$ cat src/rtl/tpt_pkg.sv
package tpt_pkg;

  localparam int NUM_CH   = 3;
  localparam int MODE_W   = 2;
  localparam int S_DATA_W = 16;
  localparam int M_DATA_W = 16;

  // request kinds, carried on the input tuser
  typedef enum logic [MODE_W-1:0] {
    MODE_WRITE = 2'd0,
    MODE_READ  = 2'd1,
    MODE_TICK  = 2'd2,
    MODE_NONE  = 2'd3
  } mode_t;

  // control register bit positions
  localparam int CTL_RESET  = 0;  // ch0: hold all; ch1: offset 0 selects ch0
  localparam int CTL_SRC    = 1;  // internal clock when set
  localparam int CTL_DUAL   = 2;  // dual-byte counting
  localparam int CTL_NOLOAD = 4;  // latch write leaves count alone
  localparam int CTL_IE     = 6;  // interrupt enable

  // register offsets with a fixed meaning
  localparam logic [2:0] OFF_CTL_A  = 3'd0;
  localparam logic [2:0] OFF_STATUS = 3'd1;

  // output tdata field positions
  localparam int RD_LO    = 0;
  localparam int IRQ_BIT  = 8;
  localparam int FIRED_LO = 9;

  localparam logic [15:0] COUNT_RESET = 16'hffff;

endpackage

$ cat src/rtl/three_channel_programmable_timer_core.sv
// Three-channel programmable timer core behind an eight-register byte-wide
// map. Each request is a bus write, a bus read or a clock tick (tuser:
// 0 write, 1 read, 2 tick, 3 no-op). Input tdata from bit 0 up: offset[2:0],
// data[7:0], internal_tick, external_ticks[2:0], one zero pad bit. Each
// request yields exactly one response; output tdata from bit 0 up:
// read_data[7:0] (zero unless a read), irq (status bit 7 after the
// request), fired[2:0] (channels that underflowed on this request), four
// zero pad bits. Throughput is one request per clock unless output stalls.
// All register updates for a request settle in a single combinational
// pass ahead of the state flops, and the response lands in an output
// register, so s_axis_tready stays high while that register is empty or
// being drained. Reads clear channel flags only after a status read saw
// them set; a latch write clears its channel flag directly.
module three_channel_programmable_timer_core (
  input  logic                          clk,
  input  logic                          rst,
  input  logic                          s_axis_tvalid,
  output logic                          s_axis_tready,
  // offset[2:0], data[10:3], internal_tick[11], external_ticks[14:12], pad[15]
  input  logic [tpt_pkg::S_DATA_W-1:0]  s_axis_tdata,
  // mode[1:0]
  input  logic [tpt_pkg::MODE_W-1:0]    s_axis_tuser,
  output logic                          m_axis_tvalid,
  input  logic                          m_axis_tready,
  // read_data[7:0], irq[8], fired[11:9], pad[15:12]
  output logic [tpt_pkg::M_DATA_W-1:0]  m_axis_tdata
);
  import tpt_pkg::*;

  // result of one count-down step
  typedef struct packed {
    logic        expired;
    logic [15:0] cnt;
  } step_t;

  function automatic step_t count_step(input logic dual, input logic [15:0] c,
                                       input logic [15:0] l);
    step_t r;
    r.expired = 1'b0;
    r.cnt     = c - 16'd1;
    if (dual) begin
      if (c[7:0] == 8'd0) begin
        r.cnt[7:0] = l[7:0];
        if (c[15:8] == 8'd0) begin
          r.cnt[15:8] = l[15:8];
          r.expired   = 1'b1;
        end else begin
          r.cnt[15:8] = c[15:8] - 8'd1;
        end
      end else begin
        r.cnt = {c[15:8], c[7:0] - 8'd1};
      end
    end else if (c == 16'd0) begin
      r.cnt     = l;
      r.expired = 1'b1;
    end
    return r;
  endfunction

  // timer state
  logic [7:0]        ctrl       [NUM_CH];
  logic [15:0]       latch      [NUM_CH];
  logic [15:0]       count      [NUM_CH];
  logic [NUM_CH-1:0] flags;       // per-channel interrupt flags
  logic [NUM_CH-1:0] rsi;         // flags seen by a status read
  logic [7:0]        msb_buf;
  logic [7:0]        lsb_buf;

  logic [7:0]        ctrl_next  [NUM_CH];
  logic [15:0]       latch_next [NUM_CH];
  logic [15:0]       count_next [NUM_CH];
  logic [NUM_CH-1:0] flags_next;
  logic [NUM_CH-1:0] rsi_next;
  logic [7:0]        msb_buf_next;
  logic [7:0]        lsb_buf_next;

  // output register
  logic                out_valid;
  logic [M_DATA_W-1:0] out_data;

  // request fields
  mode_t       req_mode;
  logic [2:0]  req_off;
  logic [7:0]  req_data;
  logic        req_itick;
  logic [2:0]  req_eticks;
  logic        accept;

  // response fields
  logic [7:0]        rd;
  logic [NUM_CH-1:0] fired;
  logic              irq_now;
  logic              irq_next;

  assign req_mode   = mode_t'(s_axis_tuser);
  assign req_off    = s_axis_tdata[2:0];
  assign req_data   = s_axis_tdata[10:3];
  assign req_itick  = s_axis_tdata[11];
  assign req_eticks = s_axis_tdata[14:12];

  assign s_axis_tready = !out_valid || m_axis_tready;
  assign accept        = s_axis_tvalid && s_axis_tready;

  // composite interrupt of the current state (status bit 7)
  assign irq_now = |(flags & {ctrl[2][CTL_IE], ctrl[1][CTL_IE], ctrl[0][CTL_IE]});

  always_comb begin
    logic [1:0] sel;
    logic [1:0] ch;
    logic [7:0] diffs;
    logic       pulse;
    step_t      st;
    ctrl_next    = ctrl;
    latch_next   = latch;
    count_next   = count;
    flags_next   = flags;
    rsi_next     = rsi;
    msb_buf_next = msb_buf;
    lsb_buf_next = lsb_buf;
    rd           = 8'd0;
    fired        = '0;
    sel          = 2'd0;
    ch           = 2'd0;
    diffs        = 8'd0;
    pulse        = 1'b0;
    st           = '0;
    case (req_mode)
      MODE_WRITE: begin
        if (req_off[2:1] == 2'd0) begin
          // control write; offset 0 goes to ch0 or ch2 by ch1 bit 0
          if (req_off[0]) begin
            sel = 2'd1;
          end else begin
            sel = ctrl[1][CTL_RESET] ? 2'd0 : 2'd2;
          end
          diffs = req_data ^ ctrl[sel];
          ctrl_next[sel] = req_data;
          if (sel == 2'd0 && diffs[CTL_RESET]) begin
            if (!req_data[CTL_RESET]) begin
              for (int i = 0; i < NUM_CH; i++) begin
                count_next[i] = latch[i];
              end
            end
            flags_next = '0;
          end
          if (diffs[CTL_SRC]) begin
            count_next[sel] = latch[sel];
          end
        end else if (!req_off[0]) begin
          msb_buf_next = req_data;
        end else begin
          ch = req_off[2:1] - 2'd1;
          latch_next[ch] = {msb_buf, req_data};
          flags_next[ch] = 1'b0;
          if (!ctrl[ch][CTL_NOLOAD]) begin
            count_next[ch] = {msb_buf, req_data};
          end
        end
      end
      MODE_READ: begin
        if (req_off == OFF_CTL_A) begin
          rd = 8'd0;
        end else if (req_off == OFF_STATUS) begin
          rd       = {irq_now, 4'd0, flags};
          rsi_next = rsi | flags;
        end else if (!req_off[0]) begin
          ch = req_off[2:1] - 2'd1;
          rd = count[ch][15:8];
          lsb_buf_next = count[ch][7:0];
          if (rsi[ch]) begin
            flags_next[ch] = 1'b0;
          end
        end else begin
          rd = lsb_buf;
        end
      end
      MODE_TICK: begin
        if (!ctrl[0][CTL_RESET]) begin
          for (int i = 0; i < NUM_CH; i++) begin
            pulse = ctrl[i][CTL_SRC] ? req_itick : req_eticks[i];
            if (pulse) begin
              st = count_step(ctrl[i][CTL_DUAL], count[i], latch[i]);
              count_next[i] = st.cnt;
              if (st.expired) begin
                flags_next[i] = 1'b1;
                rsi_next[i]   = 1'b0;
                fired[i]      = 1'b1;
              end
            end
          end
        end
      end
      default: begin
      end
    endcase
    irq_next = |(flags_next & {ctrl_next[2][CTL_IE], ctrl_next[1][CTL_IE],
                               ctrl_next[0][CTL_IE]});
  end

  // state registers
  always_ff @(posedge clk) begin
    if (rst) begin
      for (int i = 0; i < NUM_CH; i++) begin
        ctrl[i]  <= 8'd0;
        latch[i] <= COUNT_RESET;
        count[i] <= COUNT_RESET;
      end
      flags   <= '0;
      rsi     <= '0;
      msb_buf <= 8'd0;
      lsb_buf <= 8'd0;
    end else if (accept) begin
      ctrl    <= ctrl_next;
      latch   <= latch_next;
      count   <= count_next;
      flags   <= flags_next;
      rsi     <= rsi_next;
      msb_buf <= msb_buf_next;
      lsb_buf <= lsb_buf_next;
    end
  end

  // response register
  always_ff @(posedge clk) begin
    if (rst) begin
      out_valid <= 1'b0;
    end else if (accept) begin
      out_valid <= 1'b1;
    end else if (m_axis_tready) begin
      out_valid <= 1'b0;
    end
  end

  always_ff @(posedge clk) begin
    if (accept) begin
      out_data <= {4'd0, fired, irq_next, rd};
    end
  end

  assign m_axis_tvalid = out_valid;
  assign m_axis_tdata  = out_data;

endmodule

$ cat config.mk
export PLATFORM = sky130hd
export DESIGN_NAME = three_channel_programmable_timer_core
export DESIGN_NICKNAME = d
export VERILOG_FILES = /design/src/rtl/tpt_pkg.sv /design/src/rtl/three_channel_programmable_timer_core.sv
export SDC_FILE = /design/constraint.sdc
export NUM_CORES = 1
export LEC_CHECK = 0
export ABC_AREA = 0
export BUFFER_PORTS_ARGS = -buffer_cell sky130_fd_sc_hd__buf_2
export CAP_MARGIN = 0
export CELL_PAD_IN_SITES_DETAIL_PLACEMENT = 0
export CELL_PAD_IN_SITES_GLOBAL_PLACEMENT = 2
export CORE_MARGIN = 2
export CORE_UTILIZATION = 34
export DETAILED_ROUTE_END_ITERATION = 10
export GPL_ROUTABILITY_DRIVEN = 0
export PLACE_DENSITY_LB_ADDON = 0.1
export SLEW_MARGIN = 20
export SYNTH_ARGS = -nofsm -noshare
export SYNTH_HDL_FRONTEND = slang
export SYNTH_SLANG_ARGS = --single-unit
export TNS_END_PERCENT = 20
$ cat constraint.sdc
create_clock -name clk -period 4.1 [get_ports clk]
set_clock_uncertainty 0.15 [all_clocks]
set_input_delay 0.82 -clock clk [delete_from_list [all_inputs] [get_ports clk]]
set_output_delay 0.82 -clock clk [all_outputs]
set_load 0.02 [all_outputs]
## Word-level counts from Yosys, hierarchy flattened

Index checks and enable logic that the tools add are counted.

| cells by class | value |
|---|---|
| add/subtract/negate cells | 10 |
| order comparisons | 6 |
| equal/unequal tests | 17 |
| multiplexer cells | 107 |
| bitwise operators | 17 |
| reductions and logical operators | 43 |

Operators with widths:

| kind | number |
|---|---|
| 48-bit 2-to-1 mux | 9 |
| 17-bit 2-to-1 mux | 15 |
| 16-bit 2-to-1 mux | 12 |
| 48-bit bitwise mux | 3 |
| 48-bit case mux with 2 select lines | 1 |
| 16-bit binary-select mux with 2-bit select | 2 |
| 16-bit demux with 2-bit select | 2 |
| 16-bit zero test | 3 |
| 8-bit zero test | 6 |
| 8-bit 2-to-1 mux | 6 |
| 16-bit by 1-bit subtractor with 16-bit output (second input constant) | 3 |
| 8-bit by 1-bit subtractor with 8-bit output (second input constant) | 6 |
| 23-bit 2-to-1 mux | 2 |
| 7-bit AND reduction | 6 |
| 3-bit 2-to-1 mux | 11 |
| 8-bit binary-select mux with 2-bit select | 2 |
| 1-bit 2-to-1 mux | 28 |
| 24-bit bitwise mux | 1 |
| 2-bit inequality test (second input constant) | 9 |
| 6-bit AND reduction | 3 |
| 3-bit OR reduction | 6 |
| 8-bit demux with 2-bit select | 1 |
| 3-bit inequality test (second input constant) | 5 |
| 2-bit 2-to-1 mux | 6 |
| other kinds (29) | 52 |

| storage, ports and cells | value |
|---|---|
| flip-flop bits (word level) | 155 |
| input bits | 22 |
| output and inout port bits | 18 |

## Longest topological paths before layout

| logic depth | value |
|---|---|
| word-level depth | 17 |
| depth in mapped cells | 12 |
| mapped depth without buffers | 8 |

## Least setup slack after synthesis

Ideal clock, no wire load.

| timing path | value |
|---|---|
| path type | input port to flip-flop |
| from | input s_axis_tdata[1] in the netlist's numbering |
| to | register count[40] in the netlist's numbering |
| library setup time | 0.122 ns |
| arrival time | 3.601 ns |
| setup slack | 0.227 ns |
| stages | 11 |
| buffers on the path | 3 |
| path through | clkbuf_1 -> inv_1 -> clkbuf_1 -> ha_1 -> buf_6 -> mux2_4 -> a221o_1 -> a211oi_2 -> and2_1 -> o21ai_1 -> a221o_1 |

| between the ends | value |
|---|---|
| longest elaborated chain between the ends | 11 |
| elaborated cells between the ends (all ways) | 19 |
| those cells by class | add/sub: 1; order compare: 2; eq/ne: 2; mux: 10; bitwise: 1; reduce/logical: 3 |

RTL lines:

| item | RTL line | text |
|---|---|---|
| from (decl) | three_channel_programmable_timer_core.sv:20 | `input logic [tpt_pkg::S_DATA_W-1:0] s_axis_tdata,` |
| 2-bit by 1-bit subtractor with 2-bit output | three_channel_programmable_timer_core.sv:152 | `ch = req_off[2:1] - 2'd1;` |
| 2-bit inverter with 3-bit output (implied by the code) | three_channel_programmable_timer_core.sv:155, three_channel_programmable_timer_core.sv:156 |  |
| 3-bit >= comparator (implied by the code) or 3-bit by 1-bit < comparator with 1-bit output (tied branches) | three_channel_programmable_timer_core.sv:156 | `count_next[ch] = {msb_buf, req_data};` |
| 1-bit logical AND (implied by the code) | three_channel_programmable_timer_core.sv:156 |  |
| 16-bit 2-to-1 mux (implied by the code) | three_channel_programmable_timer_core.sv:156 |  |
| 16-bit demux with 2-bit select | three_channel_programmable_timer_core.sv:156 |  |
| 48-bit bitwise mux | three_channel_programmable_timer_core.sv:156 |  |
| 48-bit 2-to-1 mux | three_channel_programmable_timer_core.sv:155 | `if (!ctrl[ch][CTL_NOLOAD]) begin` |
| 48-bit 2-to-1 mux | three_channel_programmable_timer_core.sv:149 | `end else if (!req_off[0]) begin` |
| 48-bit 2-to-1 mux | three_channel_programmable_timer_core.sv:129 | `if (req_off[2:1] == 2'd0) begin` |
| 48-bit case mux with 2 select lines | three_channel_programmable_timer_core.sv:127 | `case (req_mode)` |
| to (signal assigned) | three_channel_programmable_timer_core.sv:215 | `count <= count_next;` |
| to (decl) | three_channel_programmable_timer_core.sv:63 | `logic [15:0] count [NUM_CH];` |

Parallel ways exist; a longest one is shown, timed or not. The select of a mux whose other input is x is not followed.
A chain may end at the register's enable or synchronous reset.

## Worst setup path after layout

| timing path | value |
|---|---|
| from | input s_axis_tdata[2] in the netlist's numbering |
| to | register count[10] in the netlist's numbering |

Same word-level chain as after synthesis.

==> out/metrics.cfg <==
[critical_path]
r2r_setup_slack_ns=0.91
worst-setup-path-type=input port to flop
critPathBufInv=5
worst_setup_path_end_kind=flop
critical-path-max-stage-delay_ns=0.40
r2r_cells=9
required_ns=4.24
worst-path-stages=12
path_delay_family=compound AO/OA/AOI/OAI gates
crit_chain=buf_2, inv_1, ha_2, buf_4, nor2b_1, buf_4, a221o_1, a211oi_1, buf_4, nand2_1, a2111oi_0, o31ai_1
cp_max_fo=19
cp_slowest_cell=a2111oi_0
start_kind=input port
cpMostUsedCell=buf_4
worstPathArrival_ns=3.51

[synthesis]
synth_cell_types=93
ys_async_sr_fraction_pct=0
netlist_instances=1229
synthTopCellsByCount=nand2_1 (151), dfxtp_1 (133), a21oi_1 (99)
yosysMostFrequentCell=nand2_1
netlist.area_leader.share_pct=27.3
syn_area_per_cell_um2=7.93
synthesis.area_um2=9750
synth_seq_area_share_pct=31.0
synth_area_leader_cell=dfxtp_1
ys.flop_type=dfxtp_1
synth_edf_count=12
ys_top_cells_by_area=dfxtp_1 (27%), nand2_1 (5.8%), a21oi_1 (5.1%)
synth_seq_cells=145
ys_warn_count=0

[power]
p_switching_mw=1.13
p_sw_share_pct=30.5
share_comb_of_total_power_pct=13.5
clockPowerShare_pct=44.8
power_density_nw_per_um2=345
p_int_mw=2.59
ir_drop_mv=0.262
p_leak_nw=4.12
seqPwrFrac_pct=41.7

[cells_and_area]
n_antenna_cell=0
syn_to_final_growth_pct=10.8
finalNetCount=1253
postLayoutCellArea_um2=10800
instances_no_fill=1606
regArea_um2=3020
drive_gt1_share_pct=14.7
fillers=2945
multi_input_area_um2=6040

[flow_run]
cap_violations=0

[floorplanning]
die_w_um=173
die_h_um=173
core_area_um2=28000
io_pins=40
dieArea_um2=30000
row_count=61
start_util_pct=34.8

[global_routing]
gr-total-overflow=0
antenna_found_initial=0
first_global_vias=8989
grt_pass1_wl_mm=59.2
grt.total_usage_pct=26.0
grt_max_degree=67

[clocking]
clk_path_buf_depth=2
h-tree-depth=4
cts-root-buf=clkbuf_16
post_cts_buffers=0
hold_buffers=0
clk_latency_ns=0.45
cts_num_sinks=145
numCtsBuffers=17
clkTransAtPathRegs_ns=0.07
cts-resized-gates=0
tritoncts=built

[placement]
dp_cells=1574
port_buffers=34
pre_cts_slack_ns=0.305
dp_hpwl_mm=27.2
dpl-instance-area_um2=10200

[detailed_routing]
drt_first_iter_violations=859
ant_nets=0
via_per_inst=5.79
routed_wl_mm=39.0
dr.pass1.iters=5
drcViolationCount=0
wl_per_cell_um=24.3
vias=9298

[sta]
setup_viol=0
fin_crit_sh_pct=82.2
worstMarginPinSlew_ns=0.893
hold_viol_final=0
max_freq_mhz=297
fin_crit_ns=3.37
drv_slew=0
fin_ws_ns=0.732
rsz0062_at_grt=no
relSlewSlack_pct=40.5
tns_ns=0

[worst_hold_path]
whs_path_depth=2
hold_class=flop to flop

[outcome]
status=complete, no violations

==> power by group through the flow <==
stage                     sequential, mW  clock, mW  combinational (mW)
after floorplan                     1.54          0               0.343
after global placement              1.58          0               0.493
after detailed placement            1.58          0               0.494
after CTS                           1.55       1.70               0.496
after global routing                1.56       1.75               0.542
final                               1.55       1.67               0.502
==> cells in the final DEF (no fill, tap or decap), drive strengths merged, types with 28 or more instances in the layout <==
cell / synthesis / layout
nor2: 90 / 90
o31ai: 29 / 29
inv: 35 / 39
a211oi: 29 / 29
buf: 33 / 79
mux2i: 49 / 49
mux2: 33 / 33
dfxtp: 133 / 133
a21oi: 99 / 99
o21ai: 61 / 61
nor3: 32 / 32
nand2: 151 / 151
a221oi: 28 / 28
nand3: 73 / 73
==> tightest hold or removal path, cell delays in order, from the launching register on <==
cell	delay, ns
dfxtp_1	0.31
nand2_1	0.05
a21oi_1	0.05
==> sequential cells by signal, indices dropped and copies added, names as in the netlist, 3 cells and up <==
name          flops
count            48
m_axis_tdata     12
latch            48
flags             3
msb_buf           8
lsb_buf           8
rsi               3
ctrl             14
==> layout make-up <==
type                            count  area share (%)
Timing Repair Buffer               79            4.82
Clock inverter                     13            1.40
Clock buffer                       19            4.20
Sequential cell                   145            28.0
Tap cell                          378            4.38
Inverter                           36            1.25
Multi-Input combinational cell    936            56.0
==> routing by layer <==
metal  part of all wire [%]  global-route usage [%]
met4                    2.8                    8.44
met5                      0                       0
met1                     48                    36.4
met3                    4.1                    4.50
met2                     45                    40.4
==> worst paths after layout <==
path / startpoint / end
setup / recovery: s_axis_tdata[2] / count[10]$_SDFFE_PP1P_
hold reg to reg: ctrl[20]$_SDFFE_PP0P_ / ctrl[20]$_SDFFE_PP0P_
setup reg to reg: count[8]$_SDFFE_PP1P_ / rsi[2]$_SDFFE_PP0P_
hold / removal: ctrl[20]$_SDFFE_PP0P_ / ctrl[20]$_SDFFE_PP0P_
==> cells by family after synthesis <==
group | share of synthesized area, %
adder cells (fa/ha/maj) | 2.05
buffers and inverters | 7.24
XOR/XNOR | 2.16
AO/OA/AOI/OAI | 26.5
flip-flops | 31.0
multiplexers | 8.88
other | 0.0385
AND/OR/NAND/NOR | 22.1
==> through the flow <==
| step | total power, mW | utilization, % | hold WS (ns) |
|---|---|---|---|
| floorplan | 1.89 | - | 0.273 |
| global placement | 2.08 | 36.4 | 0.313 |
| detailed placement | 2.08 | 36.4 | 0.310 |
| CTS | 3.74 | 38.5 | 0.319 |
| global route | 3.85 | 38.5 | 0.343 |
| finish | 3.72 | 38.5 | 0.313 |
Power figures use the tool's default switching activity.
